### config.mk
export PLATFORM = sky130hd
export DESIGN_NAME = stable_priority_queue_flat
export DESIGN_NICKNAME = d
export VERILOG_FILES = /design/src/sv/spq_pkg.sv /design/src/sv/spq_if.sv /design/src/sv/stable_priority_queue.sv /design/src/sv/spq_ctrl.sv /design/src/sv/spq_datapath.sv /design/src/flat_wrapper.sv
export SDC_FILE = /design/constraint.sdc
export NUM_CORES = 1
export LEC_CHECK = 0
export BUFFER_PORTS_ARGS = -buffer_cell sky130_fd_sc_hd__buf_2
export CAP_MARGIN = 10
export CORE_ASPECT_RATIO = 0.5
export CORE_MARGIN = 2
export CORE_UTILIZATION = 45
export DETAILED_ROUTE_END_ITERATION = 8
export SLEW_MARGIN = 10
export SYNTH_ARGS = -nofsm -noshare
export SYNTH_HDL_FRONTEND = slang
export SYNTH_HIERARCHICAL = 1
export SYNTH_SLANG_ARGS = --single-unit
### constraint.sdc
create_clock -name clk -period 5.6 [get_ports clk]
set_input_delay 0.84 -clock clk [delete_from_list [all_inputs] [get_ports clk]]
set_output_delay 0.84 -clock clk [all_outputs]
set_load 0.1 [all_outputs]
### src/sv/spq_pkg.sv
// Shared types and constants for the stable priority queue.
package spq_pkg;

    localparam int VALUE_W  = 32;
    localparam int PRIO_W   = 3;
    localparam int STATUS_W = 2;
    localparam int COUNT_W  = 5;

    localparam logic [PRIO_W-1:0] TOP_PRIORITY = 3'd5;

    localparam logic CMD_PUSH = 1'b0;
    localparam logic CMD_POP  = 1'b1;

    localparam logic [STATUS_W-1:0] ST_OK      = 2'd0;
    localparam logic [STATUS_W-1:0] ST_BADPRIO = 2'd1;
    localparam logic [STATUS_W-1:0] ST_EMPTY   = 2'd2;
    localparam logic [STATUS_W-1:0] ST_FULL    = 2'd3;

    typedef struct packed {
        logic signed [VALUE_W-1:0] value;
        logic [PRIO_W-1:0]         prio;
    } cell_t;

    typedef struct packed {
        logic load;
        logic commit;
    } ctl_cmd_t;

    typedef enum logic [1:0] {
        S_IDLE = 2'b01,
        S_EXEC = 2'b10
    } state_t;

endpackage

### src/sv/spq_if.sv
// Handshake channels for commands and results.
interface spq_req_if import spq_pkg::*; ();
    logic                      valid;
    logic                      ready;
    logic                      command;
    logic signed [VALUE_W-1:0] item_value;
    logic [PRIO_W-1:0]         item_priority;

    modport source (output valid, command, item_value, item_priority, input ready);
    modport sink (input valid, command, item_value, item_priority, output ready);
endinterface

interface spq_rsp_if import spq_pkg::*; ();
    logic                      valid;
    logic                      ready;
    logic [STATUS_W-1:0]       status;
    logic signed [VALUE_W-1:0] popped_value;
    logic [PRIO_W-1:0]         popped_priority;
    logic [COUNT_W-1:0]        entry_count;

    modport source (output valid, status, popped_value, popped_priority, entry_count,
                    input ready);
    modport sink (input valid, status, popped_value, popped_priority, entry_count,
                  output ready);
endinterface

### src/sv/stable_priority_queue.sv
// Top level of the stable bounded priority queue.
//
//  channel    modport  payload                                              
//  request    sink     command, item_value, item_priority                   
//  response   source   status, popped_value, popped_priority, entry_count    
//
//  Each command passes an accept step (S_IDLE) and an execute step in the
//  cell row (S_EXEC); no new beat is taken until the last one has committed.
//  A push shifts every cell behind the insertion point in the same commit.
//  Reset clears the count and the handshake state; cell contents are not cleared.
//  A result beat waits in its output register; execute stalls while it is unread.
module stable_priority_queue import spq_pkg::*; #(
    parameter int DEPTH = 16
) (
    input  logic clk,
    input  logic rst_n,
    spq_req_if.sink   request,
    spq_rsp_if.source response
);

    ctl_cmd_t ctl;

    spq_ctrl u_ctrl (
        .clk       (clk),
        .rst_n     (rst_n),
        .in_valid  (request.valid),
        .in_ready  (request.ready),
        .out_valid (response.valid),
        .out_ready (response.ready),
        .ctl       (ctl)
    );

    spq_datapath #(
        .DEPTH (DEPTH)
    ) u_datapath (
        .clk             (clk),
        .rst_n           (rst_n),
        .ctl             (ctl),
        .command         (request.command),
        .item_value      (request.item_value),
        .item_priority   (request.item_priority),
        .status          (response.status),
        .popped_value    (response.popped_value),
        .popped_priority (response.popped_priority),
        .entry_count     (response.entry_count)
    );

endmodule

### src/sv/spq_ctrl.sv
// Command sequencer: accepts one beat, executes it, holds the result beat.
module spq_ctrl import spq_pkg::*; (
    input  logic     clk,
    input  logic     rst_n,
    input  logic     in_valid,
    output logic     in_ready,
    output logic     out_valid,
    input  logic     out_ready,
    output ctl_cmd_t ctl
);

    state_t state_reg, state_next;
    logic   out_valid_reg, out_valid_next;

    assign in_ready   = (state_reg == S_IDLE);
    assign ctl.load   = in_valid && in_ready;
    assign ctl.commit = (state_reg == S_EXEC) && (!out_valid_reg || out_ready);
    assign out_valid  = out_valid_reg;

    always_comb
    begin
        state_next = state_reg;
        case (state_reg)
            S_IDLE:
            begin
                if (ctl.load)
                begin
                    state_next = S_EXEC;
                end
            end
            S_EXEC:
            begin
                if (ctl.commit)
                begin
                    state_next = S_IDLE;
                end
            end
            default:
            begin
                state_next = S_IDLE;
            end
        endcase
    end

    always_comb
    begin
        out_valid_next = out_valid_reg;
        if (ctl.commit)
        begin
            out_valid_next = 1'b1;
        end
        else if (out_ready)
        begin
            out_valid_next = 1'b0;
        end
    end

    always_ff @(posedge clk or negedge rst_n)
    begin
        if (!rst_n)
        begin
            state_reg     <= S_IDLE;
            out_valid_reg <= 1'b0;
        end
        else
        begin
            state_reg     <= state_next;
            out_valid_reg <= out_valid_next;
        end
    end

    a_result_not_dropped: assert property (@(posedge clk) disable iff (!rst_n)
        out_valid_reg && !out_ready |=> out_valid_reg)
        else $error("result beat dropped before it was taken");

    a_commit_after_load: assert property (@(posedge clk) disable iff (!rst_n)
        ctl.load |=> (state_reg == S_EXEC))
        else $error("accepted beat not executed");

    a_no_load_in_exec: assert property (@(posedge clk) disable iff (!rst_n)
        !(ctl.load && ctl.commit))
        else $error("load and commit overlap");

endmodule

### src/sv/spq_datapath.sv
// Sorted row of compare-and-shift cells with command and result registers.
module spq_datapath import spq_pkg::*; #(
    parameter int DEPTH = 16
) (
    input  logic                      clk,
    input  logic                      rst_n,
    input  ctl_cmd_t                  ctl,
    input  logic                      command,
    input  logic signed [VALUE_W-1:0] item_value,
    input  logic [PRIO_W-1:0]         item_priority,
    output logic [STATUS_W-1:0]       status,
    output logic signed [VALUE_W-1:0] popped_value,
    output logic [PRIO_W-1:0]         popped_priority,
    output logic [COUNT_W-1:0]        entry_count
);

    localparam int CW = $clog2(DEPTH + 1);
    localparam logic [CW-1:0] FULL_COUNT = CW'(DEPTH);

    cell_t                     cells_reg [DEPTH];
    cell_t                     cells_next [DEPTH];
    logic [CW-1:0]             count_reg, count_next;
    logic                      cmd_reg;
    logic signed [VALUE_W-1:0] val_reg;
    logic [PRIO_W-1:0]         prio_reg;
    logic [STATUS_W-1:0]       status_reg, status_next;
    logic signed [VALUE_W-1:0] pval_reg, pval_next;
    logic [PRIO_W-1:0]         pprio_reg, pprio_next;
    logic [DEPTH-1:0]          gt;
    logic                      push_ok, pop_ok;
    cell_t                     new_cell;

    assign new_cell.value = val_reg;
    assign new_cell.prio  = prio_reg;

    assign push_ok = (cmd_reg == CMD_PUSH) && (prio_reg <= TOP_PRIORITY)
                     && (count_reg != FULL_COUNT);
    assign pop_ok  = (cmd_reg == CMD_POP) && (count_reg != '0);

    genvar i;
    generate
        for (i = 0; i < DEPTH; i++)
        begin : g_cell
            assign gt[i] = (CW'(i) < count_reg) && (cells_reg[i].prio > prio_reg);

            if (i == 0)
            begin : g_head
                always_comb
                begin
                    cells_next[i] = cells_reg[i];
                    if (ctl.commit && push_ok)
                    begin
                        if (gt[i] || (CW'(i) == count_reg))
                        begin
                            cells_next[i] = new_cell;
                        end
                    end
                    else if (ctl.commit && pop_ok)
                    begin
                        cells_next[i] = cells_reg[i+1];
                    end
                end
            end
            else if (i == DEPTH - 1)
            begin : g_tail
                always_comb
                begin
                    cells_next[i] = cells_reg[i];
                    if (ctl.commit && push_ok)
                    begin
                        if (gt[i-1])
                        begin
                            cells_next[i] = cells_reg[i-1];
                        end
                        else if (gt[i] || (CW'(i) == count_reg))
                        begin
                            cells_next[i] = new_cell;
                        end
                    end
                end
            end
            else
            begin : g_mid
                always_comb
                begin
                    cells_next[i] = cells_reg[i];
                    if (ctl.commit && push_ok)
                    begin
                        if (gt[i-1])
                        begin
                            cells_next[i] = cells_reg[i-1];
                        end
                        else if (gt[i] || (CW'(i) == count_reg))
                        begin
                            cells_next[i] = new_cell;
                        end
                    end
                    else if (ctl.commit && pop_ok)
                    begin
                        cells_next[i] = cells_reg[i+1];
                    end
                end
            end

            always_ff @(posedge clk)
            begin
                cells_reg[i] <= cells_next[i];
            end
        end
    endgenerate

    always_comb
    begin
        count_next  = count_reg;
        status_next = status_reg;
        pval_next   = pval_reg;
        pprio_next  = pprio_reg;
        if (ctl.commit)
        begin
            pval_next  = '0;
            pprio_next = '0;
            if (cmd_reg == CMD_PUSH)
            begin
                if (prio_reg > TOP_PRIORITY)
                begin
                    status_next = ST_BADPRIO;
                end
                else if (count_reg == FULL_COUNT)
                begin
                    status_next = ST_FULL;
                end
                else
                begin
                    status_next = ST_OK;
                    count_next  = count_reg + 1'b1;
                end
            end
            else
            begin
                if (count_reg == '0)
                begin
                    status_next = ST_EMPTY;
                end
                else
                begin
                    status_next = ST_OK;
                    pval_next   = cells_reg[0].value;
                    pprio_next  = cells_reg[0].prio;
                    count_next  = count_reg - 1'b1;
                end
            end
        end
    end

    always_ff @(posedge clk or negedge rst_n)
    begin
        if (!rst_n)
        begin
            count_reg <= '0;
        end
        else
        begin
            count_reg <= count_next;
        end
    end

    always_ff @(posedge clk)
    begin
        if (ctl.load)
        begin
            cmd_reg  <= command;
            val_reg  <= item_value;
            prio_reg <= item_priority;
        end
        status_reg <= status_next;
        pval_reg   <= pval_next;
        pprio_reg  <= pprio_next;
    end

    assign status          = status_reg;
    assign popped_value    = pval_reg;
    assign popped_priority = pprio_reg;
    assign entry_count     = COUNT_W'(count_reg);

    a_count_bound: assert property (@(posedge clk) disable iff (!rst_n)
        count_reg <= FULL_COUNT)
        else $error("entry count beyond depth");

    a_push_grows: assert property (@(posedge clk) disable iff (!rst_n)
        ctl.commit && push_ok |=> count_reg == $past(count_reg) + 1'b1)
        else $error("push did not add one entry");

    a_pop_head: assert property (@(posedge clk) disable iff (!rst_n)
        ctl.commit && pop_ok |=> pval_reg == $past(cells_reg[0].value))
        else $error("pop did not return the head entry");

    a_reject_holds: assert property (@(posedge clk) disable iff (!rst_n)
        ctl.commit && !push_ok && !pop_ok |=> $stable(count_reg))
        else $error("rejected command changed the count");

endmodule
### src/flat_wrapper.sv
// flat-port wrapper written by rule: the top's interface ports become plain ports
module stable_priority_queue_flat import spq_pkg::*;
#(
    parameter int DEPTH = 16
)
  (clk, rst_n, request_valid, request_command, request_item_value, request_item_priority, request_ready, response_valid, response_status, response_popped_value, response_popped_priority, response_entry_count, response_ready);
  spq_req_if request_i ();
  spq_rsp_if response_i ();
  input  logic clk;
  input  logic rst_n;
  input wire logic [$bits(request_i.valid)-1:0] request_valid;
  input wire logic [$bits(request_i.command)-1:0] request_command;
  input wire logic [$bits(request_i.item_value)-1:0] request_item_value;
  input wire logic [$bits(request_i.item_priority)-1:0] request_item_priority;
  output wire logic [$bits(request_i.ready)-1:0] request_ready;
  output wire logic [$bits(response_i.valid)-1:0] response_valid;
  output wire logic [$bits(response_i.status)-1:0] response_status;
  output wire logic [$bits(response_i.popped_value)-1:0] response_popped_value;
  output wire logic [$bits(response_i.popped_priority)-1:0] response_popped_priority;
  output wire logic [$bits(response_i.entry_count)-1:0] response_entry_count;
  input wire logic [$bits(response_i.ready)-1:0] response_ready;
  assign request_i.valid = request_valid;
  assign request_i.command = request_command;
  assign request_i.item_value = request_item_value;
  assign request_i.item_priority = request_item_priority;
  assign request_ready = request_i.ready;
  assign response_valid = response_i.valid;
  assign response_status = response_i.status;
  assign response_popped_value = response_i.popped_value;
  assign response_popped_priority = response_i.popped_priority;
  assign response_entry_count = response_i.entry_count;
  assign response_i.ready = response_ready;
  stable_priority_queue #(.DEPTH(DEPTH)) u_core (.clk(clk), .rst_n(rst_n), .request(request_i), .response(response_i));
endmodule
# Word level (Yosys, flattened, before mapping)

Memory sizes are Yosys's and may differ from the RTL's.
Cells that the tools add are included.

Register bits: 81
Memory bits (writable): 560
Bits of input ports: 40
Output and inout bits: 44
Logic and storage cells: 193
Memories kept: 1

Add/subtract/negate cells: 2
Magnitude comparators: 34
Equality and inequality tests: 24
Muxes and demuxes: 75
Bitwise logic cells: 1
Reductions and logical operators: 47

Memory list:

| memory                      | depth | bits a word | read ports | clocked after memory_dff | wr ports | line               | text |
|---|---|---|---|---|---|---|---|
| u_core.u_datapath.cells_reg | 16    | 35          | 16         | 0                        | 16       | spq_datapath.sv:20 | `cell_t cells_reg [DEPTH];` |

Operators with widths:

| kind                                                                         | count |
|---|---|
| 35-bit 2-to-1 mux                                                            | 62 |
| 3-bit greater-than comparator                                                | 16 |
| 4-bit by 5-bit == test with 1-bit output (first input constant)              | 8 |
| 4-bit by 5-bit less-than comparator with 1-bit output (first input constant) | 8 |
| 1-bit logical AND                                                            | 23 |
| 3-bit by 5-bit == test with 1-bit output (first input constant)              | 4 |
| 3-bit by 5-bit less-than comparator with 1-bit output (first input constant) | 4 |
| 5-bit 2-to-1 mux                                                             | 4 |
| 1-bit logical OR                                                             | 17 |
| 2-bit 2-to-1 mux                                                             | 6 |
| 2-bit by 5-bit == test with 1-bit output (first input constant)              | 2 |
| 1-bit by 5-bit less-than comparator with 1-bit output (first input constant) | 2 |
| 2-bit by 5-bit less-than comparator with 1-bit output (first input constant) | 2 |
| 2-bit != test (second input constant)                                        | 4 |
| 5-bit by 1-bit adder with 5-bit output (second input constant)               | 1 |
| 1-bit by 5-bit == test with 1-bit output (first input constant)              | 1 |
| 5-bit == test (second input constant)                                        | 1 |
| 5-bit logical NOT                                                            | 1 |
| 5-bit != test (second input constant)                                        | 1 |
| 5-bit nonzero test                                                           | 1 |
| 5-bit by 1-bit subtractor with 5-bit output (second input constant)          | 1 |
| 2-bit case mux with 2 select lines                                           | 1 |
| 4-bit AND reduction                                                          | 1 |
| 3-bit greater-than comparator (second input constant)                        | 1 |
| other kinds (10)                                                             | 11 |

# Depth between registers and ports, before layout

Depth in word-level cells: 6
Depth in mapped cells: 10
Gate-level depth less buffers: 7

# Hierarchy

The synthesis kept the hierarchy.

Modules (own cells, without submodules):

| module       | times used | cells an instance | area an instance (um^2) | seq. area each (um^2) |
|---|---|---|---|---|
| spq_datapath | 1          | 2776              | 30976.0                 | 19133.4 |
| spq_ctrl     | 1          | 12                | 137.6                   | 76.3 |

# Worst setup path before layout

No wires, ideal clock.

Kind: register -> register
From: reg, netlist name u_core/u_datapath/entry_count[1]
To: mem u_core/u_datapath/cells_reg[0][105] in the netlist's numbering (enable)
Library setup time: 0.476 ns
Data arrival time: 5.005 ns
Data required time: 5.124 ns
Slack: 0.120 ns
Stages on the path, launching flop included: 9
Buffers on the path: 3
Clock period less this slack: 5.480 ns
Path through: dfrtp_1 clkbuf_1 inv_1 ha_1 a31oi_1 nand3_1 buf_2 clkbuf_1 o21ai_0

RTL lines:

| what      | line |
|---|---|
| to (decl) | spq_datapath.sv:20 |

==> results.rst <==
.. list-table::
   :header-rows: 1

   * - Metric
     - Value
   * - Die Span Y
     - 190 microns
   * - Share of synthesized area occupied by flip-flops and latches
     - 0.617
   * - Tightest Hold Check Type
     - primary input to flip-flop
   * - Number of max-slew violations in the final report
     - 0
   * - Filler instances
     - 6085
   * - Die width
     - 376 microns
   * - IR drop worst, VDD
     - 0.287 mV
   * - Leading cell type in the layout, fill and taps excluded
     - sky130_fd_sc_hd__edfxtp_1
   * - Mean Syn Cell Area
     - 11.2 sq um
   * - Maximum count of clock buffers along a single path
     - 3
   * - Most frequent cells in the layout
     - sky130_fd_sc_hd__edfxtp_1 (633), sky130_fd_sc_hd__nand2_1 (590), sky130_fd_sc_hd__nand3_1 (464)
   * - Signed area change from the synthesized netlist to the final layout
     - 10.1%
   * - Number of max-cap violations
     - 0
   * - Global-route wire length before repair
     - 138000 microns
   * - Post-place instance area
     - 32400 sq um
   * - Fin nets
     - 2814
   * - Final min period
     - 4.03 ns
   * - Total Wirelength
     - 91500 microns
   * - Cts bufs inserted
     - 59
   * - TritonCTS clock tree
     - yes
   * - Ratio of cells with drive above 1 in the final layout
     - 0.103
   * - Hold Fails Final Rpt
     - 0
   * - GRT Resource Usage Total
     - 0.253
   * - Root Buffer
     - sky130_fd_sc_hd__clkbuf_16
   * - Reg-to-reg critical path startpoint
     - u_core/u_datapath/entry_count[1]$_DFFE_PN0P_
   * - Die area
     - 71400 sq um
   * - Via count of the first global-routing pass
     - 21100
   * - Net count of the mapped netlist
     - 2881
   * - I/O Buffers
     - 83
   * - Ratio of routed vias to standard cells
     - 6.26
   * - Launching element type of the critical path
     - flip-flop
   * - Setup repair after global routing missed its margin
     - no
   * - Highest attainable clock frequency
     - 0.248 GHz
   * - Start-to-end type of the worst setup path
     - flip-flop to flip-flop
   * - Number of sinks driven by the clock tree
     - 641
   * - Number of warnings reported in the yosys synthesis log
     - 6
   * - Proportion of register bits with asynchronous set or reset after synthesis
     - 0.0125
   * - Post-synthesis cell area
     - 31100 sq um
   * - P_leak
     - 11.7 nW
   * - Final antenna-violating net count
     - 0
   * - Fraction of the cycle the final worst path needs
     - 0.720
   * - Maximum fanout count along the critical path
     - 155
   * - Worst Setup SP
     - u_core/u_datapath/entry_count[1]$_DFFE_PN0P_
   * - Pwr per Cell Area
     - 354 nW/um^2
   * - Detailed placement HPWL
     - 55400 microns
   * - Number of flip-flops in the largest register
     - 560
   * - Floorplan core area
     - 68700 sq um
   * - Initial cell density of the core
     - 0.453
   * - Required @ worst endpoint
     - 6.04 ns
   * - Gate count of the mapped netlist
     - 2788
   * - Routed len/inst
     - 24.9 microns
   * - Startpoint of the most critical hold path
     - request_valid
   * - Final setup vio count
     - 0
   * - DRC violation total after the first TritonRoute iteration
     - 3257
   * - Sum of overflow across all layers after global routing
     - 0
   * - Number of storage elements in the synthesis netlist
     - 641
   * - Kind of capture point of the worst setup path
     - flip-flop
   * - Result of the run
     - complete, no violations
   * - DRC violations left
     - 0
   * - Routability cong.
     - 0.848
   * - Post-Layout Inst Area
     - 34300 sq um
   * - H-tree depth
     - 2
   * - Clock slew at the register clock pins of the worst setup and hold paths
     - 0.07 ns
   * - Setup_tns
     - 0 ns
   * - Post-synth EDFFs
     - 633
   * - Via total after detailed routing
     - 23000
   * - Dominant synthesized flop cell
     - sky130_fd_sc_hd__edfxtp_1
   * - Unique masters post-synth
     - 47
   * - Headroom to the max-slew limit
     - 0.350
   * - Source-to-sink clock delay at the later pin of the worst-skew pair
     - 0.66 ns
   * - Antenna fix cells
     - 0
   * - Number of antenna violations at the first check in global routing
     - 3
   * - Final clock skew
     - 0.0341 ns
   * - Worst-Margin Slew
     - 0.975 ns
   * - Length of the first detailed-routing pass in iterations
     - 5
   * - Arrival time at the worst endpoint
     - 4.47 ns
   * - Largest net degree at the start of global routing
     - 175
   * - FP Rows
     - 68
   * - Resized cells post-CTS
     - 0
   * - Io pins
     - 84
[timing repair]
| item | CTS | global route |
|---|---|---|
| buffers inserted | 0 | 0 |
| endpoints found under the hold margin | 2 | 0 |
| hold buffers | 1 | 0 |
[through the flow]
step	hold slack, ns	utilization	setup slack (ns)	power (W)	cells
global route	0.334	0.499	1.28	0.0126	3678
floorplan	0.514	-	0.120	0.00734	2788
finish	0.334	0.499	1.57	0.0121	3678
detailed placement	0.533	0.472	1.47	0.00813	3569
global placement	0.526	0.472	1.48	0.00810	3569
CTS	0.304	0.499	1.61	0.0122	3678
[worst paths after layout]
check / slack [ns] / cells past startpoint / to
setup / recovery: 1.57 / 6 / u_core/u_datapath/cells_reg[0][259]$_DFFE_PP_
hold / removal: 0.33 / 2 / u_core/u_ctrl/state_reg[0]$_DFFE_PN1P_
setup reg to reg: 1.57 / 6 / u_core/u_datapath/cells_reg[0][259]$_DFFE_PP_
hold reg to reg: 0.54 / 2 / u_core/u_datapath/cells_reg[0][27]$_DFFE_PP_
max in group asynchronous: 4.72 / 2 / u_core/u_ctrl/state_reg[0]$_DFFE_PN1P_
min in group asynchronous: 0.63 / 2 / u_core/u_datapath/entry_count[0]$_DFFE_PN0P_
[cell type report]
type | instances | area (sq um) | share of cell area
multi-input combinational | 1849 | 11000 | 0.320
sequential | 641 | 19200 | 0.561
clock inverter | 32 | 313 | 0.00913
inverter | 31 | 116 | 0.00340
clock buffer | 76 | 1560 | 0.0456
tap | 910 | 1140 | 0.0332
timing repair buffer | 139 | 963 | 0.0281
[kinds of logic (layout without fill, tap and decap cells)]
kind of cell	after synthesis	in the layout	synth area share
and+or+nand+nor	1149	1149	0.164
DFF	641	641	0.617
AOI/OAI and AO/OA	574	574	0.135
buffers and inverters	298	278	0.0382
muxes	69	69	0.0235
adders and majority gates	53	53	0.0213
xor gates and xnor gates	4	4	0.00113
[worst max-delay path, stage by stage, from the launching register on]
cell	delay (ns)
sky130_fd_sc_hd__dfrtp_1	0.75
sky130_fd_sc_hd__inv_1	0.21
sky130_fd_sc_hd__ha_1	0.31
sky130_fd_sc_hd__a311oi_4	0.70
sky130_fd_sc_hd__buf_12	0.57
sky130_fd_sc_hd__nand2_1	0.67
sky130_fd_sc_hd__o211ai_1	0.41
[power by group]
group	total [W]	internal (W)	switching [W]	leakage, nW
registers	0.00579	0.00558	0.000216	5.85
logic	0.00228	0.000518	0.00176	4.95
clock network	0.00406	0.00224	0.00182	0.915
total	0.0121	0.00833	0.00380	11.7
[synth_stat cells, types with 2 or more instances]
library cell / instances / area (sq um)
sky130_fd_sc_hd__a2111oi_0: 8 / 70.1
sky130_fd_sc_hd__a21oi_1: 13 / 65.1
sky130_fd_sc_hd__a21oi_2: 6 / 52.6
sky130_fd_sc_hd__a22oi_1: 2 / 15.0
sky130_fd_sc_hd__a311oi_1: 2 / 17.5
sky130_fd_sc_hd__a31oi_1: 7 / 43.8
sky130_fd_sc_hd__a32o_1: 5 / 50.1
sky130_fd_sc_hd__and2_1: 37 / 231
sky130_fd_sc_hd__and3_1: 6 / 37.5
sky130_fd_sc_hd__buf_1: 16 / 60.1
sky130_fd_sc_hd__buf_2: 52 / 260
sky130_fd_sc_hd__clkbuf_1: 198 / 743
sky130_fd_sc_hd__dfrtp_1: 7 / 175
sky130_fd_sc_hd__edfxtp_1: 633 / 19000
sky130_fd_sc_hd__ha_1: 53 / 663
sky130_fd_sc_hd__inv_1: 30 / 113
sky130_fd_sc_hd__mux2_2: 33 / 372
sky130_fd_sc_hd__mux2i_1: 36 / 360
sky130_fd_sc_hd__nand2_1: 590 / 2210
sky130_fd_sc_hd__nand2b_1: 3 / 18.8
sky130_fd_sc_hd__nand3_1: 465 / 2330
sky130_fd_sc_hd__nand3b_1: 2 / 15.0
sky130_fd_sc_hd__nor2_1: 17 / 63.8
sky130_fd_sc_hd__nor2b_1: 21 / 131
sky130_fd_sc_hd__nor3_1: 4 / 20.0
sky130_fd_sc_hd__o211a_1: 2 / 20.0
sky130_fd_sc_hd__o211ai_1: 442 / 3320
sky130_fd_sc_hd__o21a_1: 8 / 60.1
sky130_fd_sc_hd__o21ai_0: 58 / 290
sky130_fd_sc_hd__o221ai_1: 13 / 114
sky130_fd_sc_hd__xnor2_1: 2 / 17.5
sky130_fd_sc_hd__xor2_1: 2 / 17.5
[per-layer routing]
| layer | track usage | part of all wire |
|---|---|---|
| met1 | 0.414 | 0.48 |
| met2 | 0.323 | 0.38 |
| met3 | 0.0711 | 0.12 |
| met4 | 0.0592 | 0.019 |
| met5 | 0 | 0 |
Note: power is estimated with default switching activity, not from simulation.
